File: config.mk
export PLATFORM = sky130hd
export DESIGN_NAME = pedestrian_traffic_light_sequencer_top
export DESIGN_NICKNAME = d
export VERILOG_FILES = /design/src/hdl/ptls_pkg.sv /design/src/hdl/pedestrian_traffic_light_sequencer_top.sv
export SDC_FILE = /design/constraint.sdc
export NUM_CORES = 1
export LEC_CHECK = 0
export BUFFER_PORTS_ARGS = -buffer_cell sky130_fd_sc_hd__buf_2
export CAP_MARGIN = 5
export CELL_PAD_IN_SITES_DETAIL_PLACEMENT = 1
export CELL_PAD_IN_SITES_GLOBAL_PLACEMENT = 1
export CORE_MARGIN = 4
export CORE_UTILIZATION = 30
export DETAILED_ROUTE_END_ITERATION = 8
export MAX_ROUTING_LAYER = met4
export PLACE_DENSITY_LB_ADDON = 0.1
export SYNTH_ARGS = -nofsm -noshare
export SYNTH_HDL_FRONTEND = slang
export SYNTH_SLANG_ARGS = --single-unit
File: constraint.sdc
create_clock -name clk -period 4.7 [get_ports clk]
set_input_delay 1.175 -clock clk [delete_from_list [all_inputs] [get_ports clk]]
set_output_delay 1.175 -clock clk [all_outputs]
set_load 0.01 [all_outputs]
File: src/hdl/ptls_pkg.sv
// Shared phase codes, reset constants and tick arithmetic helpers for the
// pedestrian traffic light sequencer. No dependencies.
package ptls_pkg;

  localparam int TICK_W  = 7;
  localparam int PHASE_W = 2;
  localparam int DIGIT_W = 3;

  localparam logic [PHASE_W-1:0] PH_STOP  = 2'd0;
  localparam logic [PHASE_W-1:0] PH_SLOW1 = 2'd1;
  localparam logic [PHASE_W-1:0] PH_GO    = 2'd2;
  localparam logic [PHASE_W-1:0] PH_SLOW2 = 2'd3;

  localparam logic [TICK_W-1:0] TICKS_RESET = 7'd100;
  localparam logic [TICK_W-1:0] DIGIT_TICKS = 7'd20;
  localparam logic [TICK_W-1:0] BLINK_TICKS = 7'd10;

  typedef logic [TICK_W-1:0]  tick_t;
  typedef logic [PHASE_W-1:0] phase_t;
  typedef logic [DIGIT_W-1:0] digit_t;

  // Quotient of a tick count by twenty, found by comparing against each
  // multiple that a seven-bit count can reach.
  function automatic digit_t div_twenty(input tick_t t);
    digit_t q;
    q = '0;
    for (int k = 1; k <= 6; k++) begin
      if (t >= TICK_W'(k * 20)) begin
        q = DIGIT_W'(k);
      end
    end
    return q;
  endfunction

  // Effective phase length: a zero setting counts as one tick.
  function automatic tick_t eff_ticks(input tick_t t);
    return (t == '0) ? tick_t'(1) : t;
  endfunction

endpackage

File: src/hdl/pedestrian_traffic_light_sequencer_top.sv
// Pedestrian traffic light sequencer: phase state, tick timer and the
// registered result stage. Depends on ptls_pkg.
//
// Usage: each transfer on the in_ channel is one 50 ms tick, with
// in_button_press high if the pedestrian button fell during it. For every
// tick exactly one result transfer leaves on the out_ channel with the lamp
// states, the phase that used the tick, the message select and the
// countdown digit with its strobe.
// The cfg_ channel writes the phase length in ticks; cfg_ready is always
// high. It should be written only while no tick is in flight.
// Output valid rises in the cycle after the input transfer. Throughput is
// one tick per cycle, set by the single result register: a new tick is
// taken whenever the result register is empty or is being read out in the
// same cycle.
// Reset puts the light in the stop phase with 100 ticks to go, walk lamp
// and yellow lamp off, no request pending, and a phase length of 100.
// When the receiver stalls with a result held, in_ready drops and the
// held result stays unchanged until it is taken.
module pedestrian_traffic_light_sequencer_top
  import ptls_pkg::*;
(
  input  logic       clk,
  input  logic       rst_n,
  input  logic       cfg_valid,
  output logic       cfg_ready,
  input  logic [6:0] cfg_phase_ticks,
  input  logic       in_valid,
  output logic       in_ready,
  input  logic       in_button_press,
  output logic       out_valid,
  input  logic       out_ready,
  output logic       out_red_on,
  output logic       out_yellow_on,
  output logic       out_green_on,
  output logic       out_walk_on,
  output logic [1:0] out_phase_now,
  output logic       out_message_sel,
  output logic       out_digit_strobe,
  output logic [2:0] out_countdown_digit
);

  tick_t  phase_ticks_r;
  phase_t phase_r, phase_nxt;
  tick_t  ticks_r, ticks_nxt;
  logic   req_r, req_nxt;
  logic   walk_r, walk_nxt;
  logic   yellow_r, yellow_nxt;
  logic   msg_r, msg_nxt;
  logic   out_valid_r;

  logic   red_r, green_r, strobe_r, strobe_nxt;
  phase_t ph_out_r;
  digit_t digit_r, digit_nxt;

  logic   in_fire;
  logic   phase_end;
  tick_t  eff;
  tick_t  rem;

  assign cfg_ready = 1'b1;
  assign in_ready  = !out_valid_r || out_ready;
  assign in_fire   = in_valid && in_ready;
  assign eff       = eff_ticks(phase_ticks_r);

  always_comb begin
    phase_nxt  = phase_r;
    ticks_nxt  = ticks_r;
    walk_nxt   = walk_r;
    yellow_nxt = yellow_r;
    msg_nxt    = msg_r;
    req_nxt    = req_r || (in_button_press && !walk_r);

    // A request during go cuts green short, which ends the phase at once.
    phase_end = (ticks_r == '0) || ((phase_r == PH_GO) && req_nxt);
    if (phase_end) begin
      ticks_nxt = eff;
      case (phase_r)
        PH_STOP: begin
          msg_nxt = 1'b0;
          if (walk_r) begin
            walk_nxt  = 1'b0;
            phase_nxt = req_nxt ? PH_STOP : PH_GO;
          end else begin
            phase_nxt = PH_SLOW1;
          end
        end
        PH_SLOW1: begin
          yellow_nxt = 1'b0;
          phase_nxt  = req_nxt ? PH_STOP : PH_GO;
        end
        PH_GO: begin
          phase_nxt = PH_SLOW2;
        end
        default: begin
          yellow_nxt = 1'b0;
          phase_nxt  = PH_STOP;
        end
      endcase
    end

    if (phase_nxt == PH_STOP) begin
      if (req_nxt) begin
        req_nxt   = 1'b0;
        ticks_nxt = eff;
        walk_nxt  = 1'b1;
        msg_nxt   = 1'b1;
      end
    end

    digit_nxt  = div_twenty(ticks_nxt);
    rem        = ticks_nxt - TICK_W'(digit_nxt) * DIGIT_TICKS;
    strobe_nxt = (rem == '0);
    if ((phase_nxt == PH_SLOW1) || (phase_nxt == PH_SLOW2)) begin
      if ((rem == '0) || (rem == BLINK_TICKS)) begin
        yellow_nxt = !yellow_nxt;
      end
    end

    if (ticks_nxt != '0) begin
      ticks_nxt = ticks_nxt - tick_t'(1);
    end
  end

  always_ff @(posedge clk) begin
    if (!rst_n) begin
      phase_ticks_r <= TICKS_RESET;
      phase_r       <= PH_STOP;
      ticks_r       <= TICKS_RESET;
      req_r         <= 1'b0;
      walk_r        <= 1'b0;
      yellow_r      <= 1'b0;
      msg_r         <= 1'b0;
      out_valid_r   <= 1'b0;
    end else begin
      if (cfg_valid) begin
        phase_ticks_r <= cfg_phase_ticks;
      end
      if (in_fire) begin
        phase_r  <= phase_nxt;
        ticks_r  <= ticks_nxt;
        req_r    <= req_nxt;
        walk_r   <= walk_nxt;
        yellow_r <= yellow_nxt;
        msg_r    <= msg_nxt;
      end
      if (in_fire) begin
        out_valid_r <= 1'b1;
      end else if (out_ready) begin
        out_valid_r <= 1'b0;
      end
    end
  end

  always_ff @(posedge clk) begin
    if (in_fire) begin
      red_r    <= (phase_nxt == PH_STOP);
      green_r  <= (phase_nxt == PH_GO);
      ph_out_r <= phase_nxt;
      strobe_r <= strobe_nxt;
      digit_r  <= digit_nxt;
    end
  end

  assign out_valid           = out_valid_r;
  assign out_red_on          = red_r;
  assign out_yellow_on       = yellow_r;
  assign out_green_on        = green_r;
  assign out_walk_on         = walk_r;
  assign out_phase_now       = ph_out_r;
  assign out_message_sel     = msg_r;
  assign out_digit_strobe    = strobe_r;
  assign out_countdown_digit = digit_r;

  a_walk_in_stop: assert property (@(posedge clk) disable iff (!rst_n)
    walk_r |-> (phase_r == PH_STOP))
    else $error("walk lamp lit outside the stop phase");

  a_msg_tracks_walk: assert property (@(posedge clk) disable iff (!rst_n)
    msg_r == walk_r)
    else $error("pedestrian message out of step with walk lamp");

  a_req_only_slow: assert property (@(posedge clk) disable iff (!rst_n)
    req_r |-> ((phase_r == PH_SLOW1) || (phase_r == PH_SLOW2)))
    else $error("walk request left pending outside a slow-down phase");

  a_yellow_only_slow: assert property (@(posedge clk) disable iff (!rst_n)
    yellow_r |-> ((phase_r == PH_SLOW1) || (phase_r == PH_SLOW2)))
    else $error("yellow lamp lit outside a slow-down phase");

  a_fire_gives_result: assert property (@(posedge clk) disable iff (!rst_n)
    in_fire |=> out_valid_r)
    else $error("accepted tick produced no result");

endmodule
==> metrics.cfg <==
[outcome]
outcome = finished clean

[timing]
hold_ws_ps = 477
setup_violations = 0
fin_worst_skew_ps = 6.59
finalHoldViolations = 0
drv_slew = 0
fin_crit_sh_pct = 94.1
max_freq_mhz = 226
tightest_slew_ps = 611
timing.final.ws_setup_ps = 278
rsz0062_at_grt = false
min_period_ps = 4420
max_slew_margin_pct = 59.0

[drt]
drc = 0
dr.pass1.iters = 4
wl_per_cell_um = 17.1
finalWirelength_um = 5780
antenna_left = 0
drtIter0Drc = 85
vias = 1811
avgViaCountPerCell = 5.36

[synthesis]
yosysWarningCount = 0
synth_top_cell_area_share_pct = 21.3
ys.flop_type = dfxtp_1
ys_seq_area_share_pct = 33.5
synthArstFlopShare_pct = 0
syn_area_mm2 = 0.00197
ys_ff_latch = 29
synth_cells = 227
synth_most_common_cell = nor2_1
synth_fp_nets = 250
synth_area_per_cell_um2 = 8.68
synthTopCellsByArea = dfxtp_1 21%, edfxtp_1 12%, ha_1 5.7%, mux2i_1 5.6%, nor2_1 5.3%
synth_edf_count = 8
synth_area_leader_cell = dfxtp_1
synth.distinct_cells = 61
synthTopCellsByCount = 28 x nor2_1, 21 x dfxtp_1, 16 x inv_1, 16 x nand2_1, 12 x a21oi_1

[global_routing]
grt_pass1_vias = 1859
grt_antenna_before_repair = 0
grt_pass1_wl_um = 9330
overflow = 0
grt_start_max_net_pins = 18
track_usage_pct = 16.0

[clock_tree]
cts_buffer_depth = 2
cts_sinks = 29
tritoncts = yes
cts_hold_buf = 0
clk_pin_slew_worst_paths_ps = 70
cts_htree_levels = 2
clk_latency_ps = 290
postCtsSetupBuffers = 0
ctsResizeCount = 0
numCtsBuffers = 5
cts_root_buf = clkbuf_8

[floorplanning]
dieWidth_um = 89.1
core_mm2 = 0.00635
fp-row-count = 29
ios = 27
die_area_mm2 = 0.00793
fp.dieH_um = 89.1
start_util_pct = 31.0

[cells_and_area]
nNetsFinal = 283
area_growth_pct = 18.0
drive_gt1_share_pct = 21.8
antennaDiodeCount = 0
design_area_mm2 = 0.00232

[power]
total_power_mw = 0.862
power_density_mw_per_mm2 = 371
vdd_drop_max_mv = 0.150
p_leak_nw = 1.00

[worst_hold_path]
hp-start = out_message_sel
hp-class = reg -> reg

[placed_design]
io_buffers = 25
gp_congestion = 0.825
placed_cell_area_mm2 = 0.00221
pre_cts_ws_ps = -73.9
hpwl_um = 4410

[critical_path]
path_buf_inv = 3
r2r-start = ticks_r[0]
end_kind = flop
cpMostUsedCell = ha_1
worstPathCellList = buf_2 > nor2b_1 > o21ai_2 > buf_4 > and2_1 > or3_1 > a2bb2oi_1 > a311oi_2 > ha_1 > inv_1 > ha_1 > a21o_1 > a31oi_1 > mux2_2 > a211oi_1 > o211ai_1 > mux2i_1
critPathTopFamily = compound AO/OA/AOI/OAI gates
crit_slowest_cell = mux2_2
required_ps = 4870
cp.arrival_ps = 4590
slowest_delay_ps = 380
crit_start = in_button_press
rrSetupSlack_ps = 490
worstSetupPathType = in -> reg
crit_fanout = 13
startpoint_type = input pin

[run]
max-cap-violations = 0

[path summary, 6_finish.rpt]
path | cells after the start | endpoint
setup / recovery | 17 | out_yellow_on
hold / removal | 2 | out_message_sel
setup reg to reg | 15 | out_yellow_on
hold reg to reg | 2 | out_message_sel
[state kept, by name, summed over array words and instances, names as in the netlist, 2 cells and up]
register / cells
phase_ticks_r: 7
ticks_r: 7
out_countdown_digit: 3
out_phase_now: 2
phase_r: 2
[worst register-to-register path: stages (launching register included)]
cell and delay [ps]:
dfxtp_1 330, or4_4 590, nand3b_4 260, nand2_1 170, mux2_2 390, a211oi_1 290, a311oi_2 110, ha_1 310
inv_1 40, ha_1 320, a21o_1 180, a31oi_1 170, mux2_2 380, a211oi_1 280, o211ai_1 160, mux2i_1 140
[layer usage]
layer  routed length [um]  vias to the layer above  global-route usage, %
met4                  104                        0                   5.41
met2                 2820                       32                   27.0
met5                    0                        -                      -
met3                  175                       11                   2.76
met1                 2690                      879                   19.2
li1                     -                      889                      -
[power by group]
group / switching (mW) / leakage [nW] / internal (mW) / total, mW
clock: 0.103 / 0.0528 / 0.156 / 0.259
sequential: 0.0235 / 0.251 / 0.282 / 0.305
combinational: 0.164 / 0.697 / 0.135 / 0.298
[cell type report]
type                       count  area (um2)
multi-input combinational    172        1200
clock buffer                   6        72.6
inverter                      17        63.8
timing repair buffer          35         200
tap                           77        96.3
sequential                    29         661
fill                         774        4030
clock inverter                 2        33.8
[cells in the final DEF, fill, tap and decap left out, types with 2 or more instances in the layout]
master	instances
ha_1	9
or2_2	2
nand3_1	7
o211ai_1	3
a21oi_1	12
o21ai_0	8
a31oi_1	3
a22oi_1	2
a21boi_2	2
nand2b_1	3
dfxtp_1	21
a21o_1	2
nor3_1	6
a21boi_1	2
o22ai_1	2
nor4_1	3
buf_4	10
nor2_1	28
clkinv_1	2
nand2_1	16
o21ai_2	2
nor2b_1	3
and2_1	3
xnor2_1	6
inv_1	16
clkbuf_8	5
buf_2	25
a2bb2oi_1	2
mux2i_1	11
mux2_2	2
a211oi_1	5
edfxtp_1	8
[cell families after synthesis]
group                      synth area share (%)
and+or+nand+nor                            21.5
AOI/OAI and AO/OA                          21.1
DFF                                        33.5
buffers and inverters                      6.03
muxes                                      7.30
adders and majority gates                  7.24
xor gates and xnor gates                   3.11
other                                     0.190
[through the flow]
stage / TNS, ps / std cells / utilization, %
6_report: 0 / 338 / 36.6
4_1_cts: 0 / 338 / 36.5
3_3_place_gp: -35.1 / 330 / 34.8
2_1_floorplan: 0 / 227 / -
3_5_place_dp: -108 / 330 / 34.8
5_1_grt: 0 / 338 / 36.6
Power figures use the tool's default switching activity.
